File: src/rtl/core/obbot_pkg.sv
// shared constants, types and helpers for the oriented box overlap test
`default_nettype none
package obbot_pkg;

   localparam int AXIS_FRAC_BITS = 14;
   localparam int COORD_BITS     = 20;
   localparam int LENGTH_BITS    = 16;

   localparam int AXW     = AXIS_FRAC_BITS + 2;
   localparam int MAGW    = AXIS_FRAC_BITS + 1;
   localparam int RPROD_W = 2 * AXW;
   localparam int RSUM_W  = RPROD_W + 2;
   localparam int TPROD_W = AXW + COORD_BITS;
   localparam int TSUM_W  = TPROD_W + 2;
   localparam int MQP_W   = TSUM_W + MAGW;
   localparam int MQ_W    = TSUM_W + 2;
   localparam int LPROD_W = LENGTH_BITS + MAGW;
   localparam int RHS_W   = LPROD_W + 2;
   localparam int CMP_W   = ((MQ_W + 3) > RHS_W ? (MQ_W + 3) : RHS_W) + 1;

   localparam int REQ_BITS = 6 * 3 * AXW + 3 * COORD_BITS + 6 * LENGTH_BITS;
   localparam int REQ_W    = ((REQ_BITS + 7) / 8) * 8;
   localparam int RSP_W    = 8;
   localparam int QDEPTH   = 4;
   localparam int QPTR_W   = $clog2(QDEPTH);

   localparam logic signed [AXW-1:0] ONE_Q  = AXW'(1 << AXIS_FRAC_BITS);
   localparam logic [RSUM_W-1:0]     HALF_R = RSUM_W'(1 << (AXIS_FRAC_BITS - 1));
   localparam logic [MQP_W-1:0]      HALF_M = MQP_W'(1 << (AXIS_FRAC_BITS - 1));

   typedef struct packed {
      logic [2:0][2:0][AXW-1:0]   a;
      logic [2:0][2:0][AXW-1:0]   b;
      logic [2:0][COORD_BITS-1:0] d;
      logic [2:0][LENGTH_BITS-1:0] la;
      logic [2:0][LENGTH_BITS-1:0] lb;
   } box_pair_type;

   function automatic logic [AXW-1:0] clamp_unit(input logic [AXW-1:0] v);
      logic signed [AXW-1:0] sv;
      sv = $signed(v);
      if (sv > ONE_Q) return ONE_Q;
      if (sv < -ONE_Q) return -ONE_Q;
      return v;
   endfunction

   // q2f to qf, half away from zero, then limited to unit range
   function automatic logic [AXW-1:0] round_clamp(input logic signed [RSUM_W-1:0] x);
      logic [RSUM_W-1:0] m;
      logic [RSUM_W-1:0] q;
      m = x[RSUM_W-1] ? RSUM_W'(-x) : RSUM_W'(x);
      q = (m + HALF_R) >> AXIS_FRAC_BITS;
      if (q > RSUM_W'(ONE_Q)) q = RSUM_W'(ONE_Q);
      return x[RSUM_W-1] ? AXW'(-q) : AXW'(q);
   endfunction

   function automatic int nxt(input int i);
      return (i == 2) ? 0 : i + 1;
   endfunction

   function automatic box_pair_type unpack_pair(input logic [REQ_W-1:0] w);
      box_pair_type p;
      for (int i = 0; i < 3; i++) begin
         for (int k = 0; k < 3; k++) begin
            p.a[i][k] = clamp_unit(w[(i * 3 + k) * AXW +: AXW]);
            p.b[i][k] = clamp_unit(w[((3 + i) * 3 + k) * AXW +: AXW]);
         end
         p.d[i]  = w[18 * AXW + i * COORD_BITS +: COORD_BITS];
         p.la[i] = w[18 * AXW + 3 * COORD_BITS + i * LENGTH_BITS +: LENGTH_BITS];
         p.lb[i] = w[18 * AXW + 3 * COORD_BITS + (3 + i) * LENGTH_BITS +: LENGTH_BITS];
      end
      return p;
   endfunction

endpackage
`default_nettype wire

File: src/rtl/core/obbot_front.sv
// front end: accepts items, unpacks and clamps the fields
`default_nettype none
module obbot_front (
   input  wire logic                          clock,
   input  wire logic                          reset,
   input  wire logic                          req_tvalid,
   output logic                               req_tready,
   input  wire logic [obbot_pkg::REQ_W-1:0]   req_tdata,
   output logic                               push,
   input  wire logic                          q_ready,
   output obbot_pkg::box_pair_type            push_data
);
   logic                    valid_ff, valid_in;
   obbot_pkg::box_pair_type data_ff;

   assign req_tready = !valid_ff || q_ready;
   assign push       = valid_ff && q_ready;
   assign push_data  = data_ff;
   assign valid_in   = (req_tvalid && req_tready) || (valid_ff && !q_ready);

   always_ff @(posedge clock) begin
      if (reset) begin
         valid_ff <= 1'b0;
      end else begin
         valid_ff <= valid_in;
      end
      if (req_tvalid && req_tready) begin
         data_ff <= obbot_pkg::unpack_pair(req_tdata);
      end
   end
endmodule
`default_nettype wire

File: config.mk
export PLATFORM = sky130hd
export DESIGN_NAME = obbot_front
export DESIGN_NICKNAME = d
export VERILOG_FILES = /design/src/rtl/core/obbot_pkg.sv /design/src/rtl/core/obbot_front.sv
export SDC_FILE = /design/constraint.sdc
export NUM_CORES = 1
export LEC_CHECK = 0
export ABC_AREA = 1
export ABC_CLOCK_PERIOD_IN_PS = 82200
export BUFFER_PORTS_ARGS = -buffer_cell sky130_fd_sc_hd__clkbuf_2
export CORE_AREA = 2 2 352 354
export CTS_BUF_LIST = sky130_fd_sc_hd__clkbuf_8
export DETAILED_ROUTE_END_ITERATION = 8
export DIE_AREA = 0 0 354 356
export PLACE_DENSITY_LB_ADDON = 0.05
export REMOVE_ABC_BUFFERS = 1
export SYNTH_ARGS = -nofsm -noshare
export SYNTH_HDL_FRONTEND = slang
export SYNTH_SLANG_ARGS = --single-unit
export TNS_END_PERCENT = 10
File: constraint.sdc
create_clock -name clock -period 82.2 [get_ports clock]
set_input_delay 16.44 -clock clock [delete_from_list [all_inputs] [get_ports clock]]
set_output_delay 16.44 -clock clock [all_outputs]
set_load 0.01 [all_outputs]
After elaboration in Yosys (flattened, before gate mapping) --
Index checks and enable logic that the tools add are counted.
Storage, ports and cells: register bits after elaboration 445, input port bits 452, output and inout bits 446, logic and storage cells 233
Operators by class: order comparisons 36, multiplexer cells 162, reduce and logical (&&, ||, !) cells 7
Operators with widths (count):
- $mux 16 | 72
- $gt 16x16->1 const B | 18
- $lt 16x15->1 const B | 18
- $mux 1 | 90
- $logic_and 1x1->1 | 3
- $logic_not 1->1 | 2
- $logic_or 1x1->1 | 2

Depth between registers and ports, before layout --
word-level depth 8, gate-level depth with buffers 8, gate-level depth less buffers 7

Least setup slack after synthesis --
Ideal clock, no wire load.
path type in2reg, start input port req_tvalid, end register data_ff, in the netlist push_data[0], enable pin, library setup time 1399 ps, data arrival time 37736 ps, data required time 80801 ps, path slack 43065 ps, stages 2, buffers on the path 0, cell sequence inv_1 -> a21oi_1
On the way: word-level cells in the longest chain between the ends 1
RTL lines:
- from (decl) | line obbot_front.sv:6 | input wire logic req_tvalid,
- $logic_and 1x1->1 | line obbot_front.sv:27 | if (req_tvalid && req_tready) begin
- to (signal assigned) | line obbot_front.sv:28 | data_ff <= obbot_pkg::unpack_pair(req_tdata);
- to (decl) | line obbot_front.sv:14 | obbot_pkg::box_pair_type data_ff;
No other way between the ends. A chain may end at the register's enable or synchronous reset.

Worst setup path in the final report --
start input port q_ready, end output port req_tready
On the way: word-level cells in the longest chain between the ends 1
RTL lines:
- from (decl) | line obbot_front.sv:10 | input wire logic q_ready,
- $logic_or 1x1->1 | line obbot_front.sv:16 | assign req_tready = !valid_ff || q_ready;
- to (decl) | line obbot_front.sv:7 | output logic req_tready,
No other way between the ends.

==> impl_metrics.py <==
metrics = {
    "power": {
        "p_clk_share_pct": 39.9,
        "power.leakage_nw": 11.65,
        "powerDensity_nw_per_um2": 21.85,
        "vdd_drop_max_v": 0.000009976,
        "combPwrFrac_pct": 11.3,
        "sw_frac_of_total_pct": 27.35,
        "p_switching_mw": 0.1526,
        "seqPwrFrac_pct": 48.8,
        "p_int_mw": 0.4054,
    },
    "sta": {
        "worst_slew_pin_slew_ns": 0.9548,
        "period_share_pct": 40.49,
        "drv_slew": 0,
        "slew_headroom_pct": 36.35,
        "min_period_ns": 33.28,
        "worst_clock_skew_ns": 0.02403,
        "hold_viol": 0,
        "rsz0062_at_grt": "false",
        "final.setup.tns_ns": 0,
        "fmax_mhz": 30.05,
        "setup_viol": 0,
    },
    "detailed_routing": {
        "postRouteAntennaNets": 0,
        "dr.first_iter.drc_count": 551,
        "drt-wirelength-per-cell_um": 18.03,
        "drcViolationCount": 0,
        "firstDrtPassIters": 4,
        "via_count": 12913,
        "vias_per_cell": 3.218,
        "routed_wl_um": 72360,
    },
    "worst_setup_path": {
        "cp_num_buf_inv": 3,
        "path_cells": "clkbuf_2, inv_1, nand2_1, clkbuf_2",
        "crit_family": "buffers and inverters",
        "crit_arrival_ns": 16.84,
        "crit_type": "input port to output port",
        "reg2reg_from": "valid_ff$_SDFF_PP0_",
        "r2r_end": "push_data[104]$_DFFE_PP_",
        "slowest_stage": "clkbuf_2",
        "cp-start-kind": "input port",
        "rr_worst_depth": 4,
        "crit_path_end_kind": "output port",
        "critPathRequiredTime_ns": 65.76,
        "cp_max_fo": 2,
        "slowest_delay_ns": 0.13,
        "crit_path_frequent_cell": "clkbuf_2",
        "r2r_setup_slack_ns": 78.64,
    },
    "clocking": {
        "path_clk_slew_ns": 0.05,
        "ctsHtreeMaxLevel": 3,
        "cts_root_buf": "clkbuf_8",
        "clk-insertion-delay-late_ns": 0.75,
        "clkSinkCount": 445,
        "cts_tree": "yes",
        "postCtsSetupRepairBufs": 0,
        "clk_path_buf_depth": 3,
        "cts_hold_buf": 0,
        "ctsResizeCount": 0,
        "cts_buffers": 98,
    },
    "cells_and_area": {
        "finalCoreUtilization_pct": 20.82,
        "nNetsFinal": 2750,
        "syn_to_final_growth_pct": 45.93,
        "final_cell_mix": "clkbuf_2 (893), edfxtp_1 (444), inv_1 (307)",
        "drive_gt1_share_pct": 52.01,
        "mostFrequentLayoutCell": "clkbuf_2",
    },
    "run_status": {
        "status": "finished clean",
    },
    "placement": {
        "gp_congestion": 0.7562,
        "dp_hpwl_um": 58070,
        "numPortBuffers": 893,
    },
    "global_routing": {
        "grt_max_degree": 135,
        "overflow": 0,
        "antenna_found_initial": 24,
        "grt.total_usage_pct": 11.16,
        "grt_pass1_wl_um": 99260,
        "grt_pass1_vias": 13764,
    },
    "yosys": {
        "synth_warnings": 0,
        "ys_seq_area_share_pct": 76.30,
        "ys_seq_elements": 445,
        "synthDistinctLibCells": 13,
        "avgSynthCellArea_um2": 13.12,
        "synthCells": 1334,
        "synth.cell_area_um2": 17500,
    },
    "hold_path": {
        "hold_class": "register to register",
        "hold_path_end": "valid_ff$_SDFF_PP0_",
        "hold-path-cell-count": 2,
        "min_from": "valid_ff$_SDFF_PP0_",
    },
    "floorplan": {
        "num_rows": 129,
        "die_y_um": 356,
        "start_util_pct": 14.27,
        "io_pins": 898,
        "core-area_um2": 122700,
        "die_area_um2": 126000,
        "die_w_um": 354,
    },
    "flow_run": {
        "maxCapViolCount": 0,
    },
}
-- area by class of cell --
class / instances / area [um^2]
Timing Repair Buffer: 900 / 4534
Clock buffer: 100 / 1376
Inverter: 273 / 1025
Tap cell: 1637 / 2048
Sequential cell: 445 / 13350
Clock inverter: 67 / 310.3
Fill cell: 13694 / 97130
Multi-Input combinational cell: 580 / 2864
Antenna cell: 11 / 27.53
-- tightest hold or removal path, cell delays in order, from the launching register on --
cell and delay, ns:
dfxtp_1 0.34, nand2_1 0.10, a21oi_1 0.06
-- metal layers --
layer  up-vias  global-route usage (%)  routed length (um)
met5         -                       0                 204
met4        30                   3.661                1876
met3       157                   6.464                8792
met2       557                   20.44               38420
met1      5972                   10.27               23070
li1       6197                       -                   -
-- cells in the mapped netlist (all sizes together) --
library cell	instances	share of area, %
a21oi	2	0.057
nand3	18	0.51
nand2	146	4.2
clkbuf	18	0.39
edfxtp	444	76
inv	273	5.9
dfxtp	1	0.11
buf	18	1.2
nor2	414	12
-- cell families (layout without fill, tap and decap cells) --
logic type      Yosys count  after routing  synth area share [%]
simple gates            578            578                 16.24
flops                   445            445                 76.30
buf+inv                 309           1340                 7.400
compound gates            2              2               0.05720
other cells               0             11                     0
-- how the worst max path moves through the flow --
stage	from	to	slack, ns	cells past startpoint
after CTS	q_ready	push	48.90	4
after detailed placement	q_ready	push	48.90	4
after global routing	q_ready	req_tready	48.86	4
final	q_ready	req_tready	48.92	4
after global placement	q_ready	req_tready	48.89	4
after floorplan	req_tvalid	push_data[0]$_DFFE_PP_	43.07	2
-- stage by stage --
step	std cells	total power, mW	setup WS, ns	hold WS (ns)	cell area [um^2]
2_1_floorplan	1298	0.3144	43.07	0.5342	17230
6_report	4013	0.5580	48.92	0.5447	25540
4_1_cts	4002	0.5764	48.90	0.5446	25510
3_5_place_dp	3835	0.3432	48.90	0.5347	23820
5_1_grt	4009	0.5908	48.86	0.5944	25530
3_3_place_gp	3835	0.3431	48.89	0.5420	23820
-- power groups by stage --
stage | combinational [mW] | sequential, mW | clock, mW
finish | 0.0629 | 0.273 | 0.223
global route | 0.0704 | 0.274 | 0.246
CTS | 0.0660 | 0.273 | 0.238
detailed placement | 0.0659 | 0.277 | 0
global placement | 0.0660 | 0.277 | 0
floorplan | 0.0185 | 0.296 | 0
-- registers in the layout (all words and copies together) (netlist names) --
signal / count
push_data: 444
valid_ff: 1
No activity file was read; power rests on OpenSTA's default activity.
