==> config.mk <==
export PLATFORM = sky130hd
export DESIGN_NAME = obbot_queue
export DESIGN_NICKNAME = d
export VERILOG_FILES = /design/src/rtl/core/obbot_pkg.sv /design/src/rtl/core/obbot_queue.sv
export SDC_FILE = /design/constraint.sdc
export NUM_CORES = 1
export LEC_CHECK = 0
export ABC_AREA = 1
export BUFFER_PORTS_ARGS = -buffer_cell sky130_fd_sc_hd__buf_4
export CELL_PAD_IN_SITES_DETAIL_PLACEMENT = 1
export CELL_PAD_IN_SITES_GLOBAL_PLACEMENT = 1
export CORE_UTILIZATION = 43
export DETAILED_ROUTE_END_ITERATION = 8
export PLACE_DENSITY = 0.8
export SYNTH_ARGS = -nofsm -noshare
export SYNTH_HDL_FRONTEND = slang
export SYNTH_SLANG_ARGS = --single-unit
==> constraint.sdc <==
create_clock -name clock -period 9.4 [get_ports clock]
set_input_delay 0.94 -clock clock [delete_from_list [all_inputs] [get_ports clock]]
set_output_delay 0.94 -clock clock [all_outputs]
set_load 0.02 [all_outputs]
==> src/rtl/core/obbot_pkg.sv <==
// shared constants, types and helpers for the oriented box overlap test
`default_nettype none
package obbot_pkg;

   localparam int AXIS_FRAC_BITS = 14;
   localparam int COORD_BITS     = 20;
   localparam int LENGTH_BITS    = 16;

   localparam int AXW     = AXIS_FRAC_BITS + 2;
   localparam int MAGW    = AXIS_FRAC_BITS + 1;
   localparam int RPROD_W = 2 * AXW;
   localparam int RSUM_W  = RPROD_W + 2;
   localparam int TPROD_W = AXW + COORD_BITS;
   localparam int TSUM_W  = TPROD_W + 2;
   localparam int MQP_W   = TSUM_W + MAGW;
   localparam int MQ_W    = TSUM_W + 2;
   localparam int LPROD_W = LENGTH_BITS + MAGW;
   localparam int RHS_W   = LPROD_W + 2;
   localparam int CMP_W   = ((MQ_W + 3) > RHS_W ? (MQ_W + 3) : RHS_W) + 1;

   localparam int REQ_BITS = 6 * 3 * AXW + 3 * COORD_BITS + 6 * LENGTH_BITS;
   localparam int REQ_W    = ((REQ_BITS + 7) / 8) * 8;
   localparam int RSP_W    = 8;
   localparam int QDEPTH   = 4;
   localparam int QPTR_W   = $clog2(QDEPTH);

   localparam logic signed [AXW-1:0] ONE_Q  = AXW'(1 << AXIS_FRAC_BITS);
   localparam logic [RSUM_W-1:0]     HALF_R = RSUM_W'(1 << (AXIS_FRAC_BITS - 1));
   localparam logic [MQP_W-1:0]      HALF_M = MQP_W'(1 << (AXIS_FRAC_BITS - 1));

   typedef struct packed {
      logic [2:0][2:0][AXW-1:0]   a;
      logic [2:0][2:0][AXW-1:0]   b;
      logic [2:0][COORD_BITS-1:0] d;
      logic [2:0][LENGTH_BITS-1:0] la;
      logic [2:0][LENGTH_BITS-1:0] lb;
   } box_pair_type;

   function automatic logic [AXW-1:0] clamp_unit(input logic [AXW-1:0] v);
      logic signed [AXW-1:0] sv;
      sv = $signed(v);
      if (sv > ONE_Q) return ONE_Q;
      if (sv < -ONE_Q) return -ONE_Q;
      return v;
   endfunction

   // q2f to qf, half away from zero, then limited to unit range
   function automatic logic [AXW-1:0] round_clamp(input logic signed [RSUM_W-1:0] x);
      logic [RSUM_W-1:0] m;
      logic [RSUM_W-1:0] q;
      m = x[RSUM_W-1] ? RSUM_W'(-x) : RSUM_W'(x);
      q = (m + HALF_R) >> AXIS_FRAC_BITS;
      if (q > RSUM_W'(ONE_Q)) q = RSUM_W'(ONE_Q);
      return x[RSUM_W-1] ? AXW'(-q) : AXW'(q);
   endfunction

   function automatic int nxt(input int i);
      return (i == 2) ? 0 : i + 1;
   endfunction

   function automatic box_pair_type unpack_pair(input logic [REQ_W-1:0] w);
      box_pair_type p;
      for (int i = 0; i < 3; i++) begin
         for (int k = 0; k < 3; k++) begin
            p.a[i][k] = clamp_unit(w[(i * 3 + k) * AXW +: AXW]);
            p.b[i][k] = clamp_unit(w[((3 + i) * 3 + k) * AXW +: AXW]);
         end
         p.d[i]  = w[18 * AXW + i * COORD_BITS +: COORD_BITS];
         p.la[i] = w[18 * AXW + 3 * COORD_BITS + i * LENGTH_BITS +: LENGTH_BITS];
         p.lb[i] = w[18 * AXW + 3 * COORD_BITS + (3 + i) * LENGTH_BITS +: LENGTH_BITS];
      end
      return p;
   endfunction

endpackage
`default_nettype wire

==> src/rtl/core/obbot_queue.sv <==
// short queue between front and back
`default_nettype none
module obbot_queue (
   input  wire logic                     clock,
   input  wire logic                     reset,
   input  wire logic                     push,
   output logic                          q_ready,
   input  wire obbot_pkg::box_pair_type  push_data,
   input  wire logic                     pop,
   output logic                          q_valid,
   output obbot_pkg::box_pair_type       pop_data
);
   obbot_pkg::box_pair_type             mem_ff [obbot_pkg::QDEPTH];
   logic [obbot_pkg::QPTR_W-1:0]        wr_ptr_ff, wr_ptr_in, rd_ptr_ff, rd_ptr_in;
   logic [obbot_pkg::QPTR_W:0]          count_ff, count_in;

   assign q_ready  = count_ff != (obbot_pkg::QPTR_W + 1)'(obbot_pkg::QDEPTH);
   assign q_valid  = count_ff != '0;
   assign pop_data = mem_ff[rd_ptr_ff];

   always_comb begin
      wr_ptr_in = push ? wr_ptr_ff + 1'b1 : wr_ptr_ff;
      rd_ptr_in = (pop && q_valid) ? rd_ptr_ff + 1'b1 : rd_ptr_ff;
      count_in  = count_ff + (obbot_pkg::QPTR_W + 1)'(push)
                  - (obbot_pkg::QPTR_W + 1)'(pop && q_valid);
   end

   always_ff @(posedge clock) begin
      if (reset) begin
         wr_ptr_ff <= '0;
         rd_ptr_ff <= '0;
         count_ff  <= '0;
      end else begin
         wr_ptr_ff <= wr_ptr_in;
         rd_ptr_ff <= rd_ptr_in;
         count_ff  <= count_in;
      end
      if (push) begin
         mem_ff[wr_ptr_ff] <= push_data;
      end
   end
endmodule
`default_nettype wire

; After elaboration in Yosys (flattened, before gate mapping)
; Memories as Yosys holds them, arrays and structs flattened. A register that Yosys moved wholly into a read port is not among the register bits.
; Index checks and enable logic that the tools add are counted.
; Widths: inputs -> output; s select.
[op_classes]
addsub = 4
n_eq_ne = 1
n_mux = 4
n_reduce_logical = 2
[ops]
columns = op, n
row1 = $add 2x1->2 const B, 2
row2 = $mux 2, 2
row3 = $add 3x1->3, 1
row4 = $ne 3x3->1 const B, 1
row5 = $reduce_bool 3->1, 1
row6 = $sub 3x1->3, 1
row7 = $mux 1, 2
row8 = $logic_and 1x1->1, 1
[word_totals]
register_bits = 7
ramBits = 1776
in_bits = 448
output_inout_bits = 446
wordCells = 15
n_memories = 1
[mem_list]
columns = name, depth, width, read_ports, rd_clocked_by_memory_dff, wr, line
row1 = mem_ff, 4, 444, 1, 1, 1, obbot_queue.sv:13  ; obbot_pkg::box_pair_type mem_ff [obbot_pkg::QDEPTH];

; Logic depth before layout (Yosys ltp)
; Gate-level depths: netlist of run 1.
[depth]
word_depth = 4
mapped_depth = 9
depth_no_buf = 9

; Worst setup path before layout of run 1
; OpenSTA, ideal clock, no wires.
[synth_path]
path_type = in2reg
from = in push
to = mem mem_ff[2][0] in the netlist's numbering, enable pin
setup_time_ns = 0.791
arrival_ns = 9.469
required_time_ns = 8.609
slack_ns = -0.860
cell_stages = 2
path_buffers = 0
cell_sequence = nand2_1 -> inv_1
[synth_between]
elab_chain_len = 2
[synth_lines]
columns = item, line
row1 = "start, declared", obbot_queue.sv:6  ; input wire logic push,
row2 = $mux 1, obbot_queue.sv:38  ; if (push) begin
row3 = $mux 1 (implied by the code), obbot_queue.sv:39  ; mem_ff[wr_ptr_ff] <= push_data;
row4 = "end, declared", obbot_queue.sv:13
; Every way passes these cells.

==> results of run 1 <==
-- sequential cells by signal (all words and copies together) (netlist names), named ones only --
signal and flops:
count_ff 3, wr_ptr_ff 2, rd_ptr_ff 2, mem_ff 1776
-- cells by family after synthesis --
kind of cell    count (synthesis)  share of synthesized area, %
fa+ha+maj                       7                         0.144
buf+inv                       312                          2.62
flops                        1785                          80.8
compound gates               1341                          11.2
simple gates                  909                          5.23
-- report_power, final --
part / leakage, nW / internal, mW / switching [mW]
combinational: 8.32 / 1.71 / 3.68
clock: 2.70 / 3.83 / 3.03
sequential: 16.4 / 9.13 / 0.124
-- layout make-up --
class	count	area, um2
Clock inverter	91	923
Fill cell	14800	72400
Sequential cell	1785	53500
Timing Repair Buffer	932	7180
Tap cell	2030	2540
Inverter	17	116
Multi-Input combinational cell	2257	11000
Antenna cell	55	138
Clock buffer	218	4650
-- layer usage --
layer	global-route usage (%)	up-vias	share of wire, %
li1	-	18200	-
met5	0	-	0.052
met2	40.5	1555	50
met4	12.7	16	5.0
met1	27.3	21300	36
met3	7.25	395	8.2
-- cell usage after synthesis --
library cell and instances:
nand2_1 13, o22ai_1 424, inv_2 1, nor2_1 875, ha_1 6, buf_8 6
clkbuf_2 30, nand3_1 1, buf_12 1, buf_6 34, buf_4 23, a21boi_0 2
a21oi_1 4, o22ai_2 20, o21ai_0 869, inv_1 15, fa_1 1, inv_6 1
edfxtp_1 1776, buf_2 75, dfxtp_1 9, clkbuf_1 126, nor2_2 20, o21ai_1 22
-- worst max path at each step --
stage,from,endpoint,depth (start not counted)
floorplan,push,mem_ff[1][0],2
global placement,register,pop_data[337],6
detailed placement,register,pop_data[328],6
CTS,register,pop_data[201],6
global route,register,pop_data[341],6
finish,register,pop_data[201],6
-- critical path, delay by kind of cell, from the launching register on --
kind	cells	cell delay, ns
AOI/OAI and AO/OA	2	0.55
buffers and inverters	4	2.53
DFF	1	0.75
==> flow_metrics.tcl, run 1 <==
set metrics [dict create \
    status "completed" \
    most-common-layout-cells "1776 x edfxtp_1, 917 x buf_4, 875 x nor2_1, 869 x o21ai_0, 424 x o22ai_1" \
    min_from "reset" \
    ys_ff_latch 1785 \
    post-route-period-util_pct 61.7 \
    start_util_pct 43.4 \
    synth_cell_types 24 \
    rr_startpoint "wr_ptr_ff[0]" \
    synth_area_per_cell_um2 15.2 \
    setup_tns_ns 0 \
    clk_latency_ns 0.81 \
    criticalPathCategory "register to output port" \
    grt_overflow 0 \
    area_growth_pct 20.9 \
    post-synth-top-area-fraction_pct 80.6 \
    final_common_cell "edfxtp_1" \
    grt_usage_pct 24.0 \
    relSlewSlack_pct 8.61 \
    crit_fanout 96 \
    syn_inst 4354 \
    critical-path-slowest-cell "buf_4" \
    routedWlPerCell_um 26.1 \
    leakagePower_nw 27.4 \
    grt_pass1_wl_mm 280 \
    post-cts-setup-buffer-count 0 \
    hp-class "input port to register" \
    ir_drop_v 0.000243 \
    cp_data_arrival_time_ns 4.86 \
    first_pass_iters 6 \
    syn-num-nets 4809 \
    drive_above_1_share_pct 22.8 \
    htree_levels 4 \
    ff2ff_path_depth 5 \
    clk_pin_slew_ns 0.06 \
    yosys.area.top_type "edfxtp_1" \
    fp.dieArea_mm2 0.156 \
    final_area_mm2 0.0800 \
    cap_viol_max_count 0 \
    vias_per_cell 5.61 \
    worstPathCellList "buf_4, buf_4, buf_4, o21ai_0, o22ai_1, buf_4" \
    antenna_found_initial 55 \
    cts_resized 0 \
    power_density_mw_per_mm2 269 \
    drc 0 \
    startpoint_type "register" \
    r2r_slack_ns 6.23 \
    critPathMostFrequentCell "buf_4" \
    synth_area_leaders "edfxtp_1 81%, o21ai_0 6.6%, nor2_1 5.0%" \
    tightest_slew_ns 1.37 \
    postCtsHoldBufs 0 \
    critPathRequiredTime_ns 8.46 \
    first_iter_violations 2949 \
    synth_area_mm2 0.0662 \
    clock_sinks 1785 \
    cts_tree "done" \
    fin_crit_ns 5.80 \
    die_w_um 394 \
    fin_util_pct 52.5 \
    ctsRootBufferMaster "clkbuf_16" \
    gp_congestion 0.793 \
    seq_area_frac_synth_pct 80.8 \
    antenna_left 0 \
    drt-total-wl_mm 193 \
    cts.path.max_buffers 3 \
    fp.coreArea_mm2 0.152 \
    grt_pass1_vias 44000 \
    power.total_mw 21.5 \
    instances_no_fill 7385 \
    rows 143 \
    vias 41400 \
    synth_warnings 0 \
    critPathMaxStageDelay_ns 0.82 \
    crit-reg2reg-capture "mem_ff[3][78]" \
    rsz0062_at_grt "no" \
    fin_ws_ns 3.60 \
    die_y_um 394 \
    dpl.hpwl_mm 114 \
    slew_violations 0 \
    cp-end-kind "output port" \
    dp_slack_ns 4.46 \
    min_to "count_ff[1]" \
    boundaryPins 894 \
    hold_depth 2 \
    hold_ws_ns 0.310 \
    numCtsBuffers 179 \
    io_buffers 893 \
    fmax_mhz 173 \
    timing.final.hold_violations 0 \
    fin_skew_ns 0.0441 \
    finalSetupViolCount 0 \
    layout.nets 5627 \
    postPlaceCellArea_mm2 0.0743 \
    place_inst 7021 \
    grt_max_degree 368 \
]
(Power assumes the default switching activity.)
==> run 2, diff against run 1 <==
clock period = 5.1 ns   (was 9.4 ns; I/O delays follow)
==> run 2 against run 1 <==
  * First-iteration DRC count grew 83%
  * Sequential power rose by 85%
  * Hold slack worse by 0.23 ns
  * Core utilization up 3.4 points
  * Cell count increased by 7.0%
  * Register-to-register slack worse by 4.0 ns
  * Routed wire length grew 25%
  * Critical path depth shrank 1
  * Clock skew rose by 0.020 ns
  * Largest cell class unchanged
==> flow_metrics.tcl, run 2 (synthesis results as in run 1) <==
set metrics [dict create \
    status "completed" \
    grt_pass1_wl_mm 342 \
    cts_resized 0 \
    critPathMostFrequentCell "buf_4" \
    critPathMaxStageDelay_ns 0.81 \
    drt-total-wl_mm 241 \
    area_growth_pct 28.6 \
    fin_skew_ns 0.0644 \
    fill_cells 14500 \
    fp.coreArea_mm2 0.152 \
    worstPathCellList "buf_4, buf_4, o21ai_0, o22ai_1, buf_4" \
    finalSetupViolCount 0 \
    dpl.hpwl_mm 122 \
    layout.nets 6114 \
    dp_slack_ns 1.67 \
    fin_crit_ns 4.41 \
    power_density_mw_per_mm2 488 \
    regMostFlops "mem_ff" \
    min_from "push" \
    rr_startpoint "wr_ptr_ff[1]" \
    cp_top_family "buffers and inverters" \
    drc 0 \
    hp-class "input port to register" \
    seqCellArea_mm2 0.0535 \
    boundaryPins 894 \
    cts_tree "done" \
    numCtsBuffers 181 \
    io_buffers 893 \
    cp_data_arrival_time_ns 3.90 \
    cts.path.max_buffers 3 \
    slew_violations 0 \
    post-cts-setup-buffer-count 0 \
    vias 47000 \
    die_w_um 394 \
    drive_above_1_share_pct 21.9 \
    most-common-layout-cells "1776 x edfxtp_1, 942 x buf_4, 875 x nor2_1, 869 x o21ai_0, 446 x dlygate4sd3_1" \
    antenna_left 0 \
    postPlaceCellArea_mm2 0.0748 \
    routedWlPerCell_um 30.5 \
    grt_usage_pct 29.5 \
    clk_pin_slew_ns 0.07 \
    gp_congestion 0.816 \
    startpoint_type "register" \
    grt_pass1_vias 49900 \
    final_common_cell "edfxtp_1" \
    reg_top3 "mem_ff x1776, count_ff x3" \
    ctsRootBufferMaster "clkbuf_16" \
    relSlewSlack_pct 21.4 \
    multi_input_area_mm2 0.0110 \
    cap_viol_max_count 0 \
    power.total_mw 41.5 \
    grt_max_degree 213 \
    ir_drop_v 0.000387 \
    first_pass_iters 5 \
    start_util_pct 43.4 \
    cp-end-kind "output port" \
    fin_ws_ns 0.686 \
    post-route-period-util_pct 86.6 \
    grt_overflow 0 \
    rsz0062_at_grt "no" \
    largest_reg_flops 1776 \
    critPathRequiredTime_ns 4.59 \
    final_area_mm2 0.0851 \
    clk_latency_ns 0.81 \
    die_y_um 394 \
    critPathBufInv 3 \
    criticalPathCategory "register to output port" \
    antenna_found_initial 50 \
    clock_sinks 1785 \
    critical-path-slowest-cell "dfxtp_4" \
    htree_levels 4 \
    timing.final.hold_violations 0 \
    fp.dieArea_mm2 0.156 \
    rows 143 \
    vias_per_cell 5.95 \
    fmax_mhz 227 \
    crit_fanout 70 \
    tightest_slew_ns 1.18 \
    leakagePower_nw 29.6 \
    first_iter_violations 5384 \
]
## run 2: worst register-to-register path: stages, from the launching register on
cell and delay (ns):
dfxtp_2 0.36, inv_2 0.06, ha_2 0.17, nand2_2 0.08, clkinvlp_4 0.90, buf_12 0.58
## run 2: final timing paths
path / to / slack (ns) / cells past startpoint
setup reg to reg: mem_ff[1][141] / 2.28 / 5
setup / recovery: pop_data[79] / 0.69 / 5
hold / removal: wr_ptr_ff[1] / 0.08 / 3
hold reg to reg: rd_ptr_ff[0] / 0.50 / 2
## run 2: stage by stage
step | TNS [ns] | hold slack, ns | cells | util, %
CTS | 0 | 0.00162 | 7838 | 55.7
detailed placement | 0 | 0.483 | 7060 | 49.1
global placement | 0 | 0.463 | 7060 | 49.1
finish | 0 | 0.0789 | 7901 | 55.8
floorplan | -4553.20 | 0.448 | 4354 | -
global route | 0 | 0.0629 | 7885 | 55.8
## run 2: metal layers
metal | track usage, % | wire (um) | share of wire [%] | up-vias
met5 | 0 | 62 | 0.026 | -
met4 | 15.4 | 14300 | 5.9 | 10
met3 | 8.44 | 23100 | 9.6 | 808
met2 | 51.2 | 122000 | 51 | 2960
met1 | 33.0 | 81700 | 34 | 24000
li1 | - | - | - | 19200
## run 2: report_power, final
| group | internal, mW | total (mW) | switching, mW |
|---|---|---|---|
| clock | 7.18 | 13.4 | 6.23 |
| sequential | 16.8 | 17.1 | 0.284 |
| combinational | 3.44 | 11.0 | 7.56 |
## run 2: final cells by class
class                      count  area share, %
sequential                  1785           62.9
timing repair buffer        1417           14.2
multi-input combinational   2257           12.9
clock buffer                 231           5.59
tap                         2030           2.98
clock inverter               101           1.12
antenna                       63          0.185
inverter                      17          0.132
## run 2: repair_timing
action / in CTS / in global routing
hold endpoints to repair: 1781 / 0
setup endpoints to repair: 0 / 0
hold buffers: 446 / 0
